--- config.mk ---
export PLATFORM = sky130hd
export DESIGN_NAME = turing_machine_step
export DESIGN_NICKNAME = d
export VERILOG_FILES = /design/src/hdl/tms_pkg.sv /design/src/hdl/tms_tape.sv /design/src/hdl/turing_machine_step.sv
export VERILOG_INCLUDE_DIRS = /design/src /design/src/hdl
export SDC_FILE = /design/constraint.sdc
export NUM_CORES = 1
export LEC_CHECK = 0
export BUFFER_PORTS_ARGS = -buffer_cell sky130_fd_sc_hd__buf_2
export CORE_ASPECT_RATIO = 0.9
export CORE_MARGIN = 5
export CORE_UTILIZATION = 45
export DETAILED_ROUTE_END_ITERATION = 8
export GPL_TIMING_DRIVEN = 1
export SLEW_MARGIN = 20
export SYNTH_ARGS = -nofsm -noshare
export SYNTH_HDL_FRONTEND = slang
export SYNTH_SLANG_ARGS = --single-unit
--- constraint.sdc ---
create_clock -name clk_i -period 5.49 [get_ports clk_i]
set_input_delay 1.3725 -clock clk_i [delete_from_list [all_inputs] [get_ports clk_i]]
set_output_delay 1.3725 -clock clk_i [all_outputs]
set_load 0.005 [all_outputs]
--- src/hdl/assert_macros.svh ---
// ----------------------------------------------------------------------------
// assert_macros.svh
// Concurrent assertion wrappers, empty when SYNTHESIS is defined
// ----------------------------------------------------------------------------
`ifndef ASSERT_MACROS_SVH
`define ASSERT_MACROS_SVH

`ifndef SYNTHESIS

// property must hold at every clock edge outside reset
`define ASSERT_AT(lbl, clk, rst_n, prop) \
  lbl: assert property (@(posedge clk) disable iff (!rst_n) (prop)) \
    else $error("assertion failed");

// condition must never be true outside reset
`define ASSERT_NEVER(lbl, clk, rst_n, cond) \
  lbl: assert property (@(posedge clk) disable iff (!rst_n) !(cond)) \
    else $error("forbidden condition seen");

`else

`define ASSERT_AT(lbl, clk, rst_n, prop)
`define ASSERT_NEVER(lbl, clk, rst_n, cond)

`endif

`endif

--- src/hdl/tms_pkg.sv ---
// ----------------------------------------------------------------------------
// tms_pkg
// Types and constants shared by the turing machine step engine
// ----------------------------------------------------------------------------
package tms_pkg;

  localparam int unsigned TAPE_CELLS  = 64;
  localparam int unsigned NUM_STATES  = 16;
  localparam int unsigned NUM_SYMBOLS = 4;

  localparam int unsigned CELL_W  = $clog2(TAPE_CELLS);
  localparam int unsigned STATE_W = $clog2(NUM_STATES);
  localparam int unsigned SYM_W   = $clog2(NUM_SYMBOLS);
  localparam int unsigned MOVE_W  = 2;
  localparam int unsigned FAULT_W = 2;
  localparam int unsigned OP_W    = 3;

  localparam logic [SYM_W-1:0]  BLANK_RST = SYM_W'(3);
  localparam logic [CELL_W-1:0] HEAD_MAX  = CELL_W'(TAPE_CELLS - 1);

  typedef enum logic [OP_W-1:0] {
    OP_LOAD  = 3'd0,
    OP_WRITE = 3'd1,
    OP_RESET = 3'd2,
    OP_STEP  = 3'd3,
    OP_READ  = 3'd4
  } op_e;

  typedef enum logic [MOVE_W-1:0] {
    MOVE_NONE  = 2'd0,
    MOVE_LEFT  = 2'd1,
    MOVE_RIGHT = 2'd2
  } move_e;

  typedef enum logic [FAULT_W-1:0] {
    FAULT_NONE  = 2'd0,
    FAULT_LEFT  = 2'd1,
    FAULT_RIGHT = 2'd2
  } fault_e;

  // transition entry, halt in the top bit
  typedef struct packed {
    logic               halt;
    logic [STATE_W-1:0] nxt;
    logic [MOVE_W-1:0]  move;
    logic [SYM_W-1:0]   wsym;
  } entry_t;

  typedef struct packed {
    logic              rd_en;
    logic [CELL_W-1:0] rd_addr;
    logic              wr_en;
    logic [CELL_W-1:0] wr_addr;
    logic [SYM_W-1:0]  wr_data;
    logic              clr;
    logic [SYM_W-1:0]  clr_blank;
  } tape_req_t;

endpackage

--- src/hdl/tms_tape.sv ---
// ----------------------------------------------------------------------------
// tms_tape
// Tape memory with per-cell valid bits; an unwritten cell reads as the
// blank symbol latched at the last clear
// ----------------------------------------------------------------------------
module tms_tape (
  input  logic                     clk_i,
  input  logic                     rst_ni,
  input  tms_pkg::tape_req_t       req_i,
  output logic [tms_pkg::SYM_W-1:0] rd_sym_o
);
  import tms_pkg::*;

  logic [SYM_W-1:0]      tape_mem [TAPE_CELLS];
  logic [TAPE_CELLS-1:0] vld_q;
  logic [TAPE_CELLS-1:0] vld_d;
  logic [SYM_W-1:0]      clr_blank_q;
  logic [SYM_W-1:0]      rd_data_q;
  logic                  rd_vld_q;

  always_comb begin
    vld_d = vld_q;
    if (req_i.clr) begin
      vld_d = '0;
    end else if (req_i.wr_en) begin
      vld_d[req_i.wr_addr] = 1'b1;
    end
  end

  always_ff @(posedge clk_i or negedge rst_ni) begin
    if (!rst_ni) begin
      vld_q       <= '0;
      clr_blank_q <= BLANK_RST;
      rd_vld_q    <= 1'b0;
    end else begin
      vld_q <= vld_d;
      if (req_i.clr) begin
        clr_blank_q <= req_i.clr_blank;
      end
      if (req_i.rd_en) begin
        rd_vld_q <= vld_q[req_i.rd_addr];
      end
    end
  end

  always_ff @(posedge clk_i) begin
    if (req_i.wr_en) begin
      tape_mem[req_i.wr_addr] <= req_i.wr_data;
    end
    if (req_i.rd_en) begin
      rd_data_q <= tape_mem[req_i.rd_addr];
    end
  end

  assign rd_sym_o = rd_vld_q ? rd_data_q : clr_blank_q;

endmodule

--- src/hdl/turing_machine_step.sv ---
// ----------------------------------------------------------------------------
// turing_machine_step
// Single-tape turing machine engine: table load, tape access, machine reset
// and single steps, one status result per request
// ----------------------------------------------------------------------------
//  channel   dir  handshake                  payload
//  in        in   in_valid_i / in_ready_o    op_i .. cell_index_i
//  out       out  out_valid_o / out_ready_i  read_symbol_o .. fault_o
//  cfg       in   cfg_we_i                   cfg_wdata_i (blank symbol)
//
//  Each request is handled on acceptance and on execution: acceptance reads the
//  tape cell and the transition row of the current state, execution writes back
//  and loads the result register. One request is in flight at a time.
//  Execution waits while a previous result is not yet taken.
//  rst_ni clears head, state, halt, fault and marks every tape cell blank at
//  once through valid bits; the transition table is not cleared.
// ----------------------------------------------------------------------------
module turing_machine_step (
  input  logic                         clk_i,
  input  logic                         rst_ni,
  input  logic                         cfg_we_i,
  input  logic [tms_pkg::SYM_W-1:0]    cfg_wdata_i,
  input  logic                         in_valid_i,
  output logic                         in_ready_o,
  input  logic [tms_pkg::OP_W-1:0]     op_i,
  input  logic [tms_pkg::STATE_W-1:0]  entry_state_i,
  input  logic [tms_pkg::SYM_W-1:0]    entry_symbol_i,
  input  logic [tms_pkg::SYM_W-1:0]    write_symbol_i,
  input  logic [tms_pkg::MOVE_W-1:0]   move_dir_i,
  input  logic [tms_pkg::STATE_W-1:0]  next_state_i,
  input  logic                         halts_i,
  input  logic [tms_pkg::CELL_W-1:0]   cell_index_i,
  output logic                         out_valid_o,
  input  logic                         out_ready_i,
  output logic [tms_pkg::SYM_W-1:0]    read_symbol_o,
  output logic [tms_pkg::SYM_W-1:0]    written_symbol_o,
  output logic [tms_pkg::MOVE_W-1:0]   move_done_o,
  output logic [tms_pkg::CELL_W-1:0]   head_position_o,
  output logic [tms_pkg::STATE_W-1:0]  machine_state_o,
  output logic                         halted_o,
  output logic [tms_pkg::FAULT_W-1:0]  fault_o
);
  import tms_pkg::*;

  `include "assert_macros.svh"

  logic [SYM_W-1:0]   blank_q;
  logic               busy_q;
  logic               in_fire;
  logic               exec_fire;

  // captured request
  logic [OP_W-1:0]    op_q;
  logic [STATE_W-1:0] est_q;
  logic [SYM_W-1:0]   esym_q;
  logic [CELL_W-1:0]  cell_q;
  entry_t             ent_in_q;

  // machine registers
  logic [CELL_W-1:0]  head_q, head_d;
  logic [STATE_W-1:0] state_q, state_d;
  logic               halt_q, halt_d;
  logic [FAULT_W-1:0] fault_q, fault_d;

  // transition table, one row of entries per state
  entry_t [NUM_SYMBOLS-1:0] tbl_mem [NUM_STATES];
  entry_t [NUM_SYMBOLS-1:0] row_q;
  logic                     tbl_we;

  tape_req_t          tape_req;
  logic [SYM_W-1:0]   cell_sym;
  entry_t             ent;

  logic [SYM_W-1:0]   res_rd, res_wr;
  logic [MOVE_W-1:0]  res_mv;

  logic               out_valid_q;
  logic [SYM_W-1:0]   out_rd_q, out_wr_q;
  logic [MOVE_W-1:0]  out_mv_q;
  logic [CELL_W-1:0]  out_head_q;
  logic [STATE_W-1:0] out_state_q;
  logic               out_halt_q;
  logic [FAULT_W-1:0] out_fault_q;

  assign in_ready_o = !busy_q;
  assign in_fire    = in_valid_i && in_ready_o;
  assign exec_fire  = busy_q && (!out_valid_q || out_ready_i);

  always_ff @(posedge clk_i or negedge rst_ni) begin
    if (!rst_ni) begin
      blank_q <= BLANK_RST;
    end else if (cfg_we_i) begin
      blank_q <= cfg_wdata_i;
    end
  end

  always_ff @(posedge clk_i or negedge rst_ni) begin
    if (!rst_ni) begin
      busy_q <= 1'b0;
    end else if (in_fire) begin
      busy_q <= 1'b1;
    end else if (exec_fire) begin
      busy_q <= 1'b0;
    end
  end

  always_ff @(posedge clk_i) begin
    if (in_fire) begin
      op_q          <= op_i;
      est_q         <= entry_state_i;
      esym_q        <= entry_symbol_i;
      cell_q        <= cell_index_i;
      ent_in_q.wsym <= write_symbol_i;
      ent_in_q.move <= move_dir_i;
      ent_in_q.nxt  <= next_state_i;
      ent_in_q.halt <= halts_i;
    end
  end

  assign tbl_we = exec_fire && (op_q == OP_LOAD);

  always_ff @(posedge clk_i) begin
    if (tbl_we) begin
      tbl_mem[est_q][esym_q] <= ent_in_q;
    end
    if (in_fire) begin
      row_q <= tbl_mem[state_q];
    end
  end

  tms_tape u_tape (
    .clk_i    (clk_i),
    .rst_ni   (rst_ni),
    .req_i    (tape_req),
    .rd_sym_o (cell_sym)
  );

  assign ent = row_q[cell_sym];

  always_comb begin
    head_d   = head_q;
    state_d  = state_q;
    halt_d   = halt_q;
    fault_d  = fault_q;
    res_rd   = '0;
    res_wr   = '0;
    res_mv   = MOVE_NONE;

    tape_req.rd_en     = in_fire;
    tape_req.rd_addr   = (op_i == OP_READ) ? cell_index_i : head_q;
    tape_req.wr_en     = 1'b0;
    tape_req.wr_addr   = head_q;
    tape_req.wr_data   = ent.wsym;
    tape_req.clr       = 1'b0;
    tape_req.clr_blank = blank_q;

    unique case (op_q)
      OP_LOAD: begin
      end
      OP_WRITE: begin
        tape_req.wr_en   = exec_fire;
        tape_req.wr_addr = cell_q;
        tape_req.wr_data = ent_in_q.wsym;
      end
      OP_RESET: begin
        tape_req.clr = exec_fire;
        head_d  = '0;
        state_d = '0;
        halt_d  = 1'b0;
        fault_d = FAULT_NONE;
      end
      OP_STEP: begin
        res_rd = cell_sym;
        if (!halt_q) begin
          res_wr         = ent.wsym;
          tape_req.wr_en = exec_fire;
          unique case (ent.move)
            MOVE_LEFT: begin
              if (head_q == '0) begin
                halt_d  = 1'b1;
                fault_d = FAULT_LEFT;
              end else begin
                head_d = head_q - CELL_W'(1);
                res_mv = MOVE_LEFT;
              end
            end
            MOVE_RIGHT: begin
              if (head_q == HEAD_MAX) begin
                halt_d  = 1'b1;
                fault_d = FAULT_RIGHT;
              end else begin
                head_d = head_q + CELL_W'(1);
                res_mv = MOVE_RIGHT;
              end
            end
            default: begin
            end
          endcase
          if (ent.halt) begin
            halt_d = 1'b1;
          end else begin
            state_d = ent.nxt;
          end
        end
      end
      OP_READ: begin
        res_rd = cell_sym;
      end
      default: begin
      end
    endcase
  end

  always_ff @(posedge clk_i or negedge rst_ni) begin
    if (!rst_ni) begin
      head_q  <= '0;
      state_q <= '0;
      halt_q  <= 1'b0;
      fault_q <= FAULT_NONE;
    end else if (exec_fire) begin
      head_q  <= head_d;
      state_q <= state_d;
      halt_q  <= halt_d;
      fault_q <= fault_d;
    end
  end

  always_ff @(posedge clk_i or negedge rst_ni) begin
    if (!rst_ni) begin
      out_valid_q <= 1'b0;
    end else if (exec_fire) begin
      out_valid_q <= 1'b1;
    end else if (out_ready_i) begin
      out_valid_q <= 1'b0;
    end
  end

  always_ff @(posedge clk_i) begin
    if (exec_fire) begin
      out_rd_q    <= res_rd;
      out_wr_q    <= res_wr;
      out_mv_q    <= res_mv;
      out_head_q  <= head_d;
      out_state_q <= state_d;
      out_halt_q  <= halt_d;
      out_fault_q <= fault_d;
    end
  end

  assign out_valid_o      = out_valid_q;
  assign read_symbol_o    = out_rd_q;
  assign written_symbol_o = out_wr_q;
  assign move_done_o      = out_mv_q;
  assign head_position_o  = out_head_q;
  assign machine_state_o  = out_state_q;
  assign halted_o         = out_halt_q;
  assign fault_o          = out_fault_q;

  `ASSERT_AT(a_accept_then_busy, clk_i, rst_ni, in_fire |=> busy_q)
  `ASSERT_AT(a_exec_gives_result, clk_i, rst_ni, exec_fire |=> out_valid_q && !busy_q)
  `ASSERT_AT(a_wait_holds_request, clk_i, rst_ni, busy_q && !exec_fire |=> busy_q && $stable(op_q))
  `ASSERT_NEVER(a_fault_without_halt, clk_i, rst_ni, !halt_q && (fault_q != FAULT_NONE))
  `ASSERT_NEVER(a_step_write_while_halted, clk_i, rst_ni, exec_fire && (op_q == OP_STEP) && halt_q && tape_req.wr_en)

endmodule

## Word level (Yosys, flattened, before mapping)

Memory sizes are Yosys's and may differ from the RTL's. A register that Yosys moved wholly into a read port is not among the register bits.
Cells that the tools add are included.

| word-level totals | value |
|---|---|
| memories | 2 |
| output and inout bits | 21 |
| register bits | 127 |
| input port bits | 31 |
| bits in writable memories | 704 |
| word-level logic and storage cells | 106 |

| operators by class | value |
|---|---|
| bitwise gates (word level) | 2 |
| magnitude comparators | 6 |
| $add $sub $neg | 2 |
| reduce and logical (&&, ||, !) cells | 15 |
| mux-type cells | 46 |
| equal/unequal tests | 8 |

Memory list:

| memory | words | width | rd ports | clocked after Yosys merged registers in | write ports | line | source |
|---|---|---|---|---|---|---|---|
| tbl_mem | 16 | 36 | 1 | 1 | 1 | turing_machine_step.sv:66 | `entry_t [NUM_SYMBOLS-1:0] tbl_mem [NUM_STATES];` |
| u_tape.tape_mem | 64 | 2 | 1 | 1 | 1 | tms_tape.sv:14 | `logic [SYM_W-1:0] tape_mem [TAPE_CELLS];` |

Operators with widths:

| cell | count |
|---|---|
| two-way mux 64 bit | 2 |
| bitwise OR 64 bit | 1 |
| two-way mux 36 bit | 1 |
| two-way mux 6 bit | 4 |
| one-hot mux 6 bit (2 select lines) | 2 |
| binary-select mux 9 bit (select 2 bit) | 1 |
| demux 9 bit (select 2 bit) | 1 |
| two-way mux 9 bit | 2 |
| two-way mux 1 bit | 16 |
| less-than comparator 6 x 7 -> 1 bit, second input constant | 2 |
| one-hot mux 2 bit (2 select lines) | 3 |
| two-way mux 2 bit | 5 |
| two-way mux 4 bit | 2 |
| two-way mux 8 bit | 1 |
| one-hot mux 4 bit (2 select lines) | 1 |
| adder 6 x 1 -> 6 bit, second input constant | 1 |
| binary-select mux 1 bit (select 6 bit) | 1 |
| demux 1 bit (select 6 bit) | 1 |
| equality test 3 x 2 -> 1 bit, second input constant | 2 |
| equality test 3 bit, second input constant | 2 |
| equality test 6 bit, second input constant | 1 |
| greater-or-equal comparator 6 x 1 -> 1 bit, second input constant | 1 |
| logical NOT 6 bit | 1 |
| less-than comparator 2 x 3 -> 1 bit, second input constant | 2 |
| 13 further kinds | 23 |

## Longest topological paths before layout

Gate-level depths: netlist of the first run.

| depth | value |
|---|---|
| depth in word-level cells | 11 |
| depth in mapped cells | 10 |
| mapped depth without buffers | 10 |

## By module

Synthesis of the first run repeated with hierarchy kept, for this count alone.

| second synthesis, totals | value |
|---|---|
| cells, all modules | 1760 |
| area, all modules | 34767.1 um2 |

Modules (own cells, without submodules):

| module | times used | area an instance (um2) | cells an instance | sequential area each (um2) |
|---|---|---|---|---|
| turing_machine_step | 1 | 26571.7 | 1205 | 20096.8 |
| tms_tape | 1 | 8195.4 | 555 | 5582.9 |

## Least setup slack after synthesis of the first run

OpenSTA, ideal clock, no wires.

| timing path | value |
|---|---|
| path type | input-to-reg |
| start | input port in_valid_i |
| end | register u_tape.rd_vld_q |
| path slack | 0.048 ns |
| setup time | 0.064 ns |
| data arrival time | 5.378 ns |
| data required time | 5.426 ns |
| buffers on the path | 0 |
| stages | 6 |
| cells stage by stage | nor2b_1 > nand2b_1 > a2111oi_0 > nand4_1 > nand4_1 > or3_1 |

| on the way | value |
|---|---|
| longest elaborated chain between the ends | 1 |

RTL lines:

| what | line | source |
|---|---|---|
| from (decl) | turing_machine_step.sv:23 | `input logic in_valid_i,` |
| logical AND 1 bit | turing_machine_step.sv:86 | `assign in_fire = in_valid_i && in_ready_o;` |
| to (signal assigned) | tms_tape.sv:41 | `rd_vld_q <= vld_q[req_i.rd_addr];` |
| to (decl) | tms_tape.sv:19 | `logic rd_vld_q;` |

No other way between the ends.
A chain may end at the register's enable or synchronous reset.

## Worst setup path in the final report of the first run

| timing path | value |
|---|---|
| start | input port op_i[1] in the netlist's numbering |
| end | register u_tape.rd_data_q[0] (read register of u_tape.tape_mem), data pin |

| on the way | value |
|---|---|
| longest elaborated chain between the ends | 2 |

RTL lines:

| what | line | source |
|---|---|---|
| from (decl) | turing_machine_step.sv:25 | `input logic [tms_pkg::OP_W-1:0] op_i,` |
| equality test 3 bit | turing_machine_step.sv:150 | `tape_req.rd_addr = (op_i == OP_READ) ? cell_index_i : head_q;` |
| two-way mux 6 bit | turing_machine_step.sv:150 |  |
| to (decl) | tms_tape.sv:18 | `logic [SYM_W-1:0] rd_data_q;` |

No other way between the ends.

==> impl_summary.log, run 1 <==
[metrics] register bit count reported by yosys: 869
[metrics] post-layout minimum cycle time: 3.739 ns
[metrics] placeable core region: 76030 sq um
[metrics] met3 GRT Util: 3.252%
[metrics] RSZ-0062 raised after global routing: false
[metrics] EDFF count, synth: 785
[metrics] post-route worst setup slack: 1.751 ns
[metrics] met2 Usage GRT: 31.84%
[metrics] synthesis-to-finish area growth: 13.64%
[metrics] number of DRC markers in iteration 0: 2171
[metrics] placement-stage worst setup slack: between 1 and 1.5 ns
[metrics] antenna fix cells: 0
[metrics] post-detail-place hpwl: ~52 mm
[metrics] area of the mapped netlist: 34410 sq um
[metrics] detailed-route vias per instance: between 5 and 6
[metrics] DRC violations left: 0
[metrics] clock tree sinks: roughly 870
[metrics] number of max-slew violations in the final report: 0
[metrics] cell area after layout: 39100 sq um
[metrics] worst hold path depth: 1
[metrics] arrival time at the worst endpoint: 4.24 ns
[metrics] slew at the pin with the worst max-slew slack: between 0.9 and 1 ns
[metrics] final setup fails: 0
[metrics] final hold slack: 0.4918 ns
[metrics] CTS Hold Bufs: 0
[metrics] number of routed nets with antenna violations: 0
[metrics] logic gate share of total power: roughly 20%
[metrics] run status: finished, final reports clean
[metrics] Design Power: 17.76 mW
[metrics] data required time of the worst path: about 6 ns
[metrics] fraction of registers with async set or reset after synthesis: 9.666%
[metrics] buffer cell driving the clock tree root: sky130_fd_sc_hd__clkbuf_16
[metrics] count of TritonRoute iterations in the first routing pass: 6
[metrics] Buffers on Ports: 51
[metrics] Worst Reg2Reg Path Length in Cells: 9
[metrics] io pins: 52
[metrics] TritonCTS Buffers: 88
[metrics] worst-skew pair later-pin latency: 0.64 ns
[metrics] Initial Util: 45.25%
[metrics] largest buffer count on any clock path: 3
[metrics] most crowded layer after global routing: met2
[metrics] number of failing hold endpoints at the final stage: 0
[metrics] cell row count: 96
[metrics] fill cell instance count of the final layout: 6088
[metrics] Power per Cell Area: between 400 and 500 nW/um^2
[metrics] first-pass GRT wire length: 124.9 mm
[metrics] Total GRT Usage: between 20% and 30%
[metrics] number of unique standard cell types used by synthesis: 56
[metrics] sum of negative setup slack: 0 ns
[metrics] worst-path fanout max: 43
[metrics] number of warnings reported in the yosys synthesis log: 0
[metrics] CP Launch Type: input pin
[metrics] worst min-delay path category: reg2reg
[metrics] Worst Min Path Start: u_tape.vld_q[31]
[metrics] Net Sw Power: around 5.1 mW
[metrics] fraction of met1 tracks used by global routing: 30.45%
[metrics] number of nets in the synthesized netlist: 1920
[metrics] Overflow after GRT: 0
[metrics] fraction of final layout cells with drive strength greater than 1: a little under a quarter
[metrics] antenna violations before repair: 0
[metrics] share of the clock period used by the worst path: 68.10%
[metrics] clock tree skew after final layout: ~0.031 ns
[metrics] endpoint type of the worst setup path: flip-flop
[metrics] global placement routability congestion: 0.8768
[metrics] proportion of synthesized chip area in sequential cells: 74.63%
[metrics] H-tree depth: 3
[metrics] portion of total power attributed to the clock network: 32.7%
[metrics] setup repair bufs after CTS: 0
[metrics] vias in the first global route: 18533
[metrics] CTS clk-pin slew, worst paths: 0.06 ns
[metrics] post-cts sizing count: 0
[metrics] final wirelength: around 84 mm
[metrics] routed len/inst: 26.79 um
[metrics] x dimension of the die: approximately 300 um
[metrics] IR Drop Worst-Case VDD: around 0.29 mV
[metrics] Seq pwr share: ~47%
[metrics] Worst Setup SP: op_i[1]
[metrics] number of standard cells after synthesis: 1885
[metrics] synthesized area per cell: 18.25 sq um
[metrics] pin count of the biggest net entering global routing: roughly 140
[metrics] Max transition margin: 33.35%
[metrics] area of the die: about 80000 sq um
[metrics] DP Area: 36330 sq um
[metrics] Critical R2R Launch: u_tape.rd_vld_q
[metrics] reported leakage power: 12.73 nW
[metrics] TritonCTS clock tree: done
[metrics] total via count in the routed design: roughly 18000
[metrics] proportion of total power due to net switching: 28.59%
[metrics] y dimension of the die: 272.3 um
[metrics] crit path kind: in2reg
[metrics] achievable frequency: 267.5 MHz
[metrics] total of max-cap violations: 0
[metrics] cell-internal power: around 13 mW
[metrics] ys flop type: sky130_fd_sc_hd__edfxtp_1
[metrics] net count reported at finish: 2062
[through the flow]
stage                     std cells  util (%)
after CTS                      3121     51.43
after detailed placement       2966     47.78
after global placement         2966     47.78
final                          3121     51.43
after floorplan                1885         -
after global routing           3121     51.43
[routing by layer]
layer | vias up | routed length, um
met5 | - | 0
met4 | 0 | 2319
met3 | 143 | 5357
met2 | 715 | 39500
li1 | 7784 | -
met1 | 9658 | 36420
[critical path, stage by stage]
cell and delay [ns]:
sky130_fd_sc_hd__buf_2 0.12, sky130_fd_sc_hd__nor3b_4 0.46, sky130_fd_sc_hd__mux2_2 0.92, sky130_fd_sc_hd__buf_4 0.40, sky130_fd_sc_hd__a21oi_1 0.07, sky130_fd_sc_hd__a22oi_1 0.25, sky130_fd_sc_hd__o22ai_1 0.12, sky130_fd_sc_hd__o21ai_0 0.27
sky130_fd_sc_hd__a32o_1 0.22
[state kept, by name (all words and copies together), names as in the netlist, 3 cells and up]
name,cells
cell_q,6
u_tape.vld_q,64
head_position_o,6
tbl_mem,576
ent_in_q,9
u_tape.tape_mem,128
state_q,4
op_q,3
est_q,4
row_q,36
machine_state_o,4
head_q,6
[power groups by stage]
stage	Combinational, mW	Sequential [mW]	Clock [mW]
2_1_floorplan	2.30	8.43	0
3_3_place_gp	3.52	8.52	0
3_5_place_dp	3.59	8.52	0
4_1_cts	3.59	8.39	5.90
5_1_grt	3.84	8.41	6.20
6_report	3.57	8.39	5.80
[cell families (layout without fill, tap and decap cells)]
| group | after synthesis | in the layout | share of synthesized area [%] |
|---|---|---|---|
| muxes | 246 | 246 | 14.15 |
| adders and majority gates | 4 | 4 | 0.1455 |
| AOI/OAI and AO/OA | 208 | 208 | 4.116 |
| buffers and inverters | 103 | 310 | 1.360 |
| and+or+nand+nor | 455 | 455 | 5.593 |
| DFF | 869 | 869 | 74.63 |
[cell usage after synthesis, types with 5 or more instances]
master	instances	area share [%]
sky130_fd_sc_hd__a21o_1	5	0.11
sky130_fd_sc_hd__a21oi_1	35	0.51
sky130_fd_sc_hd__a22oi_1	15	0.33
sky130_fd_sc_hd__a31oi_1	16	0.29
sky130_fd_sc_hd__buf_2	35	0.51
sky130_fd_sc_hd__buf_4	6	0.13
sky130_fd_sc_hd__clkbuf_1	46	0.50
sky130_fd_sc_hd__dfrtp_1	80	5.8
sky130_fd_sc_hd__edfxtp_1	785	69
sky130_fd_sc_hd__inv_1	10	0.11
sky130_fd_sc_hd__mux2_2	13	0.43
sky130_fd_sc_hd__mux2i_1	40	1.2
sky130_fd_sc_hd__mux4_2	189	12
sky130_fd_sc_hd__nand2_1	185	2.0
sky130_fd_sc_hd__nand2b_1	7	0.13
sky130_fd_sc_hd__nand3_1	58	0.84
sky130_fd_sc_hd__nand3b_1	6	0.13
sky130_fd_sc_hd__nand4_1	8	0.15
sky130_fd_sc_hd__nor2_1	164	1.8
sky130_fd_sc_hd__nor2b_1	9	0.16
sky130_fd_sc_hd__nor3_1	5	0.073
sky130_fd_sc_hd__o21a_1	65	1.4
sky130_fd_sc_hd__o21ai_0	27	0.39
sky130_fd_sc_hd__o22ai_1	8	0.15
sky130_fd_sc_hd__o31ai_1	5	0.11
[area by class of cell]
class | count | area, sq um | area share [%]
clock buffer | 114 | 2402 | 6.144
multi-input combinational | 913 | 8315 | 21.27
clock inverter | 41 | 369.1 | 0.9439
tap | 1029 | 1287 | 3.293
sequential | 869 | 25690 | 65.70
inverter | 10 | 37.54 | 0.09599
timing repair buffer | 145 | 1001 | 2.560
[final timing paths]
check / slack, ns / to
worst min-delay path: 0.49 / u_tape.vld_q[31]
min in group asynchronous: 0.78 / u_tape.vld_q[4]
worst max register to register: 1.98 / head_q[0]
worst max-delay path: 1.75 / u_tape.rd_data_q[0]
worst min register to register: 0.49 / u_tape.vld_q[31]
max in group asynchronous: 3.60 / head_q[1]
[cells in the final DEF (no fill, tap or decap), types with 50 or more instances in the layout]
cell type                   count
sky130_fd_sc_hd__nand3_1       57
sky130_fd_sc_hd__clkbuf_16     90
sky130_fd_sc_hd__buf_4         92
sky130_fd_sc_hd__buf_2         50
sky130_fd_sc_hd__o21a_1        65
sky130_fd_sc_hd__edfxtp_1     785
sky130_fd_sc_hd__nor2_1       164
sky130_fd_sc_hd__dfrtp_1       76
sky130_fd_sc_hd__nand2_1      185
sky130_fd_sc_hd__mux4_2       189
Note: power is estimated with default switching activity, not from simulation.
==> inputs of run 2 (changes only) <==
==> constraint.sdc (replaced) <==
create_clock -name clk_i -period 3.49 [get_ports clk_i]
set_input_delay 0.8725 -clock clk_i [delete_from_list [all_inputs] [get_ports clk_i]]
set_output_delay 0.8725 -clock clk_i [all_outputs]
set_load 0.005 [all_outputs]
==> impl_summary.log, run 2 (synthesis results as in run 1) <==
[metrics] run status: finished, final reports clean (unchanged)
[metrics] IR Drop Worst-Case VDD: 0.4977 mV (was 0.2889 mV)
[metrics] CP Launch Type: flip-flop (was input pin)
[metrics] y dimension of the die: 272.3 um (unchanged)
[metrics] Worst Reg2Reg Path Length in Cells: 8 (was 9)
[metrics] largest register by flop count: tbl_mem (unchanged)
[metrics] first-pass GRT wire length: 125.1 mm (was 124.9 mm)
[metrics] worst-path fanout max: 8 (was 43)
[metrics] leading cell types in the layout, fill and taps excluded: 785 x sky130_fd_sc_hd__edfxtp_1, 189 x sky130_fd_sc_hd__mux4_2, 185 x sky130_fd_sc_hd__nand2_1, 164 x sky130_fd_sc_hd__nor2_1, 125 x sky130_fd_sc_hd__buf_4 (was 785 x sky130_fd_sc_hd__edfxtp_1, 189 x sky130_fd_sc_hd__mux4_2, 185 x sky130_fd_sc_hd__nand2_1, 164 x sky130_fd_sc_hd__nor2_1, 92 x sky130_fd_sc_hd__buf_4)
[metrics] clock tree sinks: 869 (unchanged)
[metrics] capture point of the worst reg-to-reg path: head_position_o[3] (was head_q[0])
[metrics] reported leakage power: 13.13 nW (was 12.73 nW)
[metrics] reg2reg setup slack: 0.37 ns (was 1.98 ns)
[metrics] cell area after layout: 39890 sq um (was 39100 sq um)
[metrics] TritonCTS Buffers: 89 (was 88)
[metrics] number of flip-flops under the largest register name: 576 (unchanged)
[metrics] final wirelength: 83.72 mm (was 83.60 mm)
[metrics] sum of negative setup slack: 0 ns (unchanged)
[metrics] fill cell instance count of the final layout: 5944 (was 6088)
[metrics] multi-input logic area: 8315 sq um (unchanged)
[metrics] x dimension of the die: 301.5 um (unchanged)
[metrics] RSZ-0062 raised after global routing: false (unchanged)
[metrics] crit path cell chain: mux2i_4 > mux4_2 > ha_1 > nor2_1 > o21ai_0 > a22oi_1 > nor2_1 > a21o_1 (was buf_2 > nor3b_4 > mux2_2 > buf_4 > a21oi_1 > a22oi_1 > o22ai_1 > o21ai_0 > a32o_1)
[metrics] number of max-slew violations in the final report: 0 (unchanged)
[metrics] most common cell after layout, fill and taps aside: sky130_fd_sc_hd__edfxtp_1 (unchanged)
[metrics] share of the clock period used by the worst path: 89.34%
[metrics] placeable core region: 76030 sq um (unchanged)
[metrics] placed cell count: 3011 (was 2966)
[metrics] Critical R2R Launch: u_tape.rd_vld_q (unchanged)
[metrics] achievable frequency: around 320 MHz
[metrics] post-route worst setup slack: 0.3722 ns (was 1.751 ns)
[metrics] DP Area: 36810 sq um (was 36330 sq um)
[metrics] count of TritonRoute iterations in the first routing pass: 8 (was 6)
[metrics] detailed-route vias per instance: 5.812 (was 5.864)
[metrics] Total GRT Usage: 20.51% (was 20.44%)
[metrics] TritonCTS clock tree: done (unchanged)
[metrics] gate family responsible for the most delay along the worst path: multiplexers (was compound AO/OA/AOI/OAI gates)
[metrics] vias in the first global route: 18690 (was 18533)
[metrics] H-tree depth: 3 (unchanged)
[metrics] final core utilization: 52.46% (was 51.43%)
[metrics] CTS Hold Bufs: 0 (unchanged)
[metrics] total of max-cap violations: 0 (unchanged)
[metrics] Max transition margin: 36.46% (was 33.35%)
[metrics] cell row count: 96 (unchanged)
[metrics] critical path's most frequent cell: sky130_fd_sc_hd__nor2_1
[metrics] final setup fails: 0 (unchanged)
[metrics] setup repair bufs after CTS: 0 (unchanged)
[metrics] antenna fix cells: 0 (unchanged)
[metrics] fraction of final layout cells with drive strength greater than 1: 25.87% (was 23.42%)
[metrics] Overflow after GRT: 0 (unchanged)
[metrics] slew at the pin with the worst max-slew slack: 0.9407 ns (was 0.9997 ns)
[metrics] endpoint type of the worst setup path: flip-flop (unchanged)
[metrics] antenna violations before repair: 5 (was 0)
[metrics] crit path buf inv count: 0 (was 2)
[metrics] cell type of the slowest stage on the worst timing path: sky130_fd_sc_hd__mux4_2 (was sky130_fd_sc_hd__mux2_2)
[metrics] Initial Util: 45.25% (unchanged)
[metrics] synthesis-to-finish area growth: 15.93% (was 13.64%)
[metrics] number of routed nets with antenna violations: 0 (unchanged)
[metrics] arrival time at the worst endpoint: 3.50 ns (was 4.24 ns)
[metrics] area of the die: 82100 sq um (unchanged)
[metrics] data required time of the worst path: 3.88 ns (was 6.00 ns)
[metrics] io pins: 52 (unchanged)
[metrics] global placement routability congestion: 0.9025 (was 0.8768)
[metrics] total via count in the routed design: 18472 (was 18300)
[metrics] worst min-delay path category: in2async (was reg2reg)
[metrics] placement-stage worst setup slack: 0.1911 ns (was 1.165 ns)
[metrics] number of DRC markers in iteration 0: 1959 (was 2171)
[metrics] post-cts sizing count: 0 (unchanged)
[metrics] worst-skew pair later-pin latency: 0.64 ns (about the same)
[metrics] post-detail-place hpwl: 53.27 mm (was 51.59 mm)
[metrics] Power per Cell Area: 723.4 nW/um^2 (was 454.3 nW/um^2)
[metrics] DRC violations left: 0 (unchanged)
[metrics] Buffers on Ports: 51 (unchanged)
[metrics] net count reported at finish: 2109 (was 2062)
[metrics] CTS clk-pin slew, worst paths: 0.06 ns (about the same)
[metrics] largest buffer count on any clock path: 3 (unchanged)
[metrics] pin count of the biggest net entering global routing: 65 (was 137)
[metrics] buffer cell driving the clock tree root: sky130_fd_sc_hd__clkbuf_16 (unchanged)
[metrics] final std cells w/o fill: 3178 (was 3121)
[metrics] register area: 25690 sq um (unchanged)
[metrics] crit-path max cell delay: 0.57 ns (was 0.92 ns)
[metrics] crit path kind: reg2reg (was in2reg)
[metrics] routed len/inst: 26.34 um (was 26.79 um)
[metrics] leading registers by flop count: tbl_mem (576), u_tape.tape_mem (128), u_tape.vld_q (64) (unchanged)
[metrics] number of failing hold endpoints at the final stage: 0 (unchanged)
[metrics] clock tree skew after final layout: 0.02440 ns (was 0.03103 ns)
[metrics] post-layout minimum cycle time: a little over 3 ns
## run 2: changes by cell type in the layout (fill, tap and decap cells not counted), sizes merged
cell / delta
inv: -2
bufinv: +8
clkinv: +7
clkinvlp: +6
buf: +46
clkbuf: -8
## run 2: report_power, final
part	internal, mW	switching (mW)	total (mW)
logic	2.14	3.63	5.78
registers	12.7	0.518	13.2
clock network	5.89	3.97	9.86
total	20.7	8.12	28.9
## run 2: worst max path at each step
stage	start	endpoint	slack, ns	cells past startpoint
2_1_floorplan	in_valid_i	u_tape.rd_vld_q	0.61	6
3_3_place_gp	op_i[1]	u_tape.rd_vld_q	0.28	10
3_5_place_dp	op_i[1]	u_tape.rd_vld_q	0.19	10
4_1_cts	u_tape.rd_vld_q	head_q[0]	0.38	9
5_1_grt	u_tape.rd_vld_q	head_q[0]	0.15	9
6_report	u_tape.rd_vld_q	head_position_o[3]	0.37	8
## run 2: through the flow
| step | power, mW | hold slack [ns] |
|---|---|---|
| 6_report | 28.86 | 0.2457 |
| 5_1_grt | 29.97 | 0.2481 |
| 4_1_cts | 29.06 | 0.2310 |
| 3_5_place_dp | 19.22 | 0.4795 |
| 3_3_place_gp | 19.11 | 0.4752 |
| 2_1_floorplan | 16.86 | 0.4634 |
## run 2: cell type report
| type | instances | area share (%) |
|---|---|---|
| flip-flops and latches | 869 | 64.40 |
| multi-input cells | 913 | 20.85 |
| clock buffers | 106 | 5.925 |
| repair buffers | 191 | 3.736 |
| well taps | 1029 | 3.228 |
| clock inverters | 60 | 1.769 |
| inverters | 10 | 0.09410 |
## run 2: layer usage
layer,GRT usage (%),vias up,part of all wire [%]
li1,-,7906,-
met1,30.38,9711,43
met2,32.32,707,48
met3,3.316,146,6.7
met4,5.134,2,2.4
met5,0,-,0.016
## run 2: worst register-to-register path: stages (launching register included)
cell and delay [ns]:
sky130_fd_sc_hd__dfrtp_1 0.50, sky130_fd_sc_hd__mux2i_4 0.45, sky130_fd_sc_hd__mux4_2 0.57, sky130_fd_sc_hd__ha_1 0.34, sky130_fd_sc_hd__nor2_1 0.40, sky130_fd_sc_hd__o21ai_0 0.17, sky130_fd_sc_hd__a22oi_1 0.19, sky130_fd_sc_hd__nor2_1 0.08
sky130_fd_sc_hd__a21o_1 0.17
==> inputs of run 3 (changes only) <==
--- a/config.mk
+++ b/config.mk
@@ -7,11 +7,14 @@
 export NUM_CORES = 1
 export LEC_CHECK = 0
 export BUFFER_PORTS_ARGS = -buffer_cell sky130_fd_sc_hd__buf_2
+export CELL_PAD_IN_SITES_DETAIL_PLACEMENT = 1
+export CELL_PAD_IN_SITES_GLOBAL_PLACEMENT = 1
 export CORE_ASPECT_RATIO = 0.9
 export CORE_MARGIN = 5
 export CORE_UTILIZATION = 45
 export DETAILED_ROUTE_END_ITERATION = 8
 export GPL_TIMING_DRIVEN = 1
+export PLACE_DENSITY = 0.68
 export SLEW_MARGIN = 20
 export SYNTH_ARGS = -nofsm -noshare
 export SYNTH_HDL_FRONTEND = slang
==> impl_summary.log, run 3 (synthesis results as in run 1) <==
[metrics] run status: finished, final reports clean (unchanged)
[metrics] post-cts sizing count: 0 (unchanged)
[metrics] crit path kind: reg2reg (unchanged)
[metrics] clock tree sinks: 869 (unchanged)
[metrics] number of flip-flops under the largest register name: 576 (unchanged)
[metrics] buffer cell driving the clock tree root: sky130_fd_sc_hd__clkbuf_16 (unchanged)
[metrics] CTS Hold Bufs: 0 (unchanged)
[metrics] pin count of the biggest net entering global routing: 66 (was 65)
[metrics] Max transition margin: 32.75% (was 36.46%)
[metrics] Net Sw Power: 8.235 mW (was 8.119 mW)
[metrics] TritonCTS clock tree: done (unchanged)
[metrics] global placement routability congestion: 0.8264 (was 0.9025)
[metrics] post-detail-place hpwl: 55.92 mm (was 53.27 mm)
[metrics] leading registers by flop count: tbl_mem (576), u_tape.tape_mem (128), u_tape.vld_q (64) (unchanged)
[metrics] slew at the pin with the worst max-slew slack: 0.9957 ns (was 0.9407 ns)
[metrics] leading cell types in the layout, fill and taps excluded: 785 x sky130_fd_sc_hd__edfxtp_1, 189 x sky130_fd_sc_hd__mux4_2, 185 x sky130_fd_sc_hd__nand2_1, 164 x sky130_fd_sc_hd__nor2_1, 122 x sky130_fd_sc_hd__buf_4 (was 785 x sky130_fd_sc_hd__edfxtp_1, 189 x sky130_fd_sc_hd__mux4_2, 185 x sky130_fd_sc_hd__nand2_1, 164 x sky130_fd_sc_hd__nor2_1, 125 x sky130_fd_sc_hd__buf_4)
[metrics] setup repair bufs after CTS: 0 (unchanged)
[metrics] final std cells w/o fill: 3173 (was 3178)
[metrics] Buffers on Ports: 51 (unchanged)
[metrics] placed cell count: 3012 (was 3011)
[metrics] cell row count: 96 (unchanged)
[metrics] Critical R2R Launch: u_tape.rd_vld_q (unchanged)
[metrics] DRC violations left: 0 (unchanged)
[metrics] worst min-delay path category: in2async (unchanged)
[metrics] Power per Cell Area: 711.6 nW/um^2 (was 723.4 nW/um^2)
[metrics] number of routed nets with antenna violations: 0 (unchanged)
[metrics] endpoint type of the worst setup path: flip-flop (unchanged)
[metrics] reg2reg setup slack: 0.46 ns (was 0.37 ns)
[metrics] count of TritonRoute iterations in the first routing pass: 5 (was 8)
[metrics] logic gate share of total power: 20.5% (was 20.0%)
[metrics] total of max-cap violations: 0 (unchanged)
[metrics] largest register by flop count: tbl_mem (unchanged)
[metrics] placement-stage worst setup slack: 0.2282 ns (was 0.1911 ns)
[metrics] x dimension of the die: 301.5 um (unchanged)
[metrics] net count reported at finish: 2109 (unchanged)
[metrics] H-tree depth: 3 (unchanged)
[metrics] Total GRT Usage: 21.55% (was 20.51%)
[metrics] capture point of the worst reg-to-reg path: head_position_o[3] (unchanged)
[metrics] fraction of final layout cells with drive strength greater than 1: 25.01% (was 25.87%)
[metrics] routed len/inst: 27.82 um (was 26.34 um)
[metrics] achievable frequency: 330.0 MHz (was 320.7 MHz)
[metrics] RSZ-0062 raised after global routing: false (unchanged)
[metrics] Worst Reg2Reg Path Length in Cells: 8 (unchanged)
[metrics] proportion of total power due to net switching: 29.17% (was 28.14%)
[metrics] synthesis-to-finish area growth: 15.29% (was 15.93%)
[metrics] post-layout minimum cycle time: 3.030 ns (was 3.118 ns)
[metrics] Design Power: 28.23 mW (was 28.86 mW)
[metrics] IR Drop Worst-Case VDD: 0.4282 mV (was 0.4977 mV)
[metrics] cell-internal power: 19.99 mW (was 20.74 mW)
[metrics] area of the die: 82100 sq um (unchanged)
[metrics] sum of negative setup slack: 0 ns (unchanged)
[metrics] worst-path fanout max: 8 (unchanged)
[metrics] vias in the first global route: 19541 (was 18690)
[metrics] portion of total power attributed to the clock network: 32.4% (was 34.2%)
[metrics] CP Launch Type: flip-flop (unchanged)
[metrics] most common cell after layout, fill and taps aside: sky130_fd_sc_hd__edfxtp_1 (unchanged)
[metrics] first-pass GRT wire length: 131.8 mm (was 125.1 mm)
[metrics] Overflow after GRT: 0 (unchanged)
[metrics] antenna violations before repair: 5 (unchanged)
[metrics] CTS clk-pin slew, worst paths: 0.06 ns (about the same)
[metrics] register area: 25690 sq um (unchanged)
[metrics] number of max-slew violations in the final report: 0 (unchanged)
[metrics] clock tree skew after final layout: 0.04473 ns (was 0.02440 ns)
[metrics] final wirelength: 88.28 mm (was 83.72 mm)
[metrics] io pins: 52 (unchanged)
[metrics] share of the clock period used by the worst path: 86.82% (was 89.34%)
[metrics] largest buffer count on any clock path: 3 (unchanged)
[metrics] reported leakage power: 13.02 nW (was 13.13 nW)
[metrics] worst-skew pair later-pin latency: 0.65 ns (was 0.64 ns)
[metrics] TritonCTS Buffers: 89 (unchanged)
[metrics] data required time of the worst path: 3.88 ns (about the same)
[metrics] arrival time at the worst endpoint: 3.42 ns (was 3.50 ns)
[metrics] number of DRC markers in iteration 0: 1709 (was 1959)
[metrics] post-route worst setup slack: 0.4601 ns (was 0.3722 ns)
[metrics] placeable core region: 76030 sq um (unchanged)
[metrics] final setup fails: 0 (unchanged)
[metrics] number of failing hold endpoints at the final stage: 0 (unchanged)
[metrics] fill cell instance count of the final layout: 7000 (was 5944)
[metrics] final core utilization: 52.17% (was 52.46%)
[metrics] Seq pwr share: 47.1% (was 45.8%)
[metrics] y dimension of the die: 272.3 um (unchanged)
[metrics] Initial Util: 45.25% (unchanged)
[metrics] total via count in the routed design: 18631 (was 18472)
[metrics] detailed-route vias per instance: 5.872 (was 5.812)
[metrics] multi-input logic area: 8315 sq um (unchanged)
==> run 3: cell count changes in the layout (fill, tap and decap cells not counted), moves of 2 or more <==
cell / change
sky130_fd_sc_hd__buf_4: -3
sky130_fd_sc_hd__clkinvlp_4: -4
sky130_fd_sc_hd__buf_8: -2
sky130_fd_sc_hd__clkinv_16: +2
sky130_fd_sc_hd__buf_12: +6
sky130_fd_sc_hd__clkinv_8: -2
sky130_fd_sc_hd__clkinv_2: -7
sky130_fd_sc_hd__clkbuf_1: +15
sky130_fd_sc_hd__bufinv_16: -10
==> run 3: worst max-delay path, cell delays in order (launching register included) <==
cell and delay, ns:
sky130_fd_sc_hd__dfrtp_1 0.52, sky130_fd_sc_hd__mux2i_4 0.35, sky130_fd_sc_hd__mux4_2 0.55, sky130_fd_sc_hd__ha_1 0.34, sky130_fd_sc_hd__nor2_1 0.37, sky130_fd_sc_hd__o21ai_0 0.16
sky130_fd_sc_hd__a22oi_1 0.22, sky130_fd_sc_hd__nor2_1 0.09, sky130_fd_sc_hd__a21o_1 0.17
==> run 3: final cells by class <==
cell class	count	share of cell area, %
Antenna cell	1	0.006308
Clock buffer	120	6.037
Clock inverter	40	0.9967
Inverter	10	0.09462
Multi-Input combinational cell	913	20.96
Sequential cell	869	64.76
Tap cell	1029	3.246
Timing Repair Buffer	191	3.898
==> run 3: how the worst max path moves through the flow <==
stage	slack [ns]	start	end
floorplan	0.61	in_valid_i	u_tape.rd_vld_q
global placement	0.28	op_i[1]	u_tape.rd_vld_q
detailed placement	0.23	op_i[1]	u_tape.rd_vld_q
CTS	0.47	u_tape.rd_vld_q	head_position_o[3]
global route	0.29	u_tape.rd_vld_q	head_q[0]
finish	0.46	u_tape.rd_vld_q	head_position_o[3]
==> run 3: metrics by stage <==
stage	hold slack (ns)	area, sq um
final	0.1998	39670
after global routing	0.2129	39670
after CTS	0.1996	39670
after detailed placement	0.4795	36880
after global placement	0.4760	36880
after floorplan	0.4634	34420
==> run 3: layer usage <==
metal	GRT usage (%)	vias up	routed length [um]
met2	34.40	646	42440
met4	4.246	0	1544
met3	3.507	113	5611
met5	0	-	0
li1	-	7884	-
met1	31.99	9988	38680
==> run 3: power by group through the flow <==
| stage | Sequential [mW] | Clock [mW] | Combinational, mW |
|---|---|---|---|
| after global routing | 13.3 | 9.82 | 6.20 |
| after detailed placement | 13.5 | 0 | 5.82 |
| after floorplan | 13.2 | 0 | 3.61 |
| final | 13.3 | 9.14 | 5.79 |
| after global placement | 13.5 | 0 | 5.67 |
| after CTS | 13.3 | 9.33 | 5.83 |
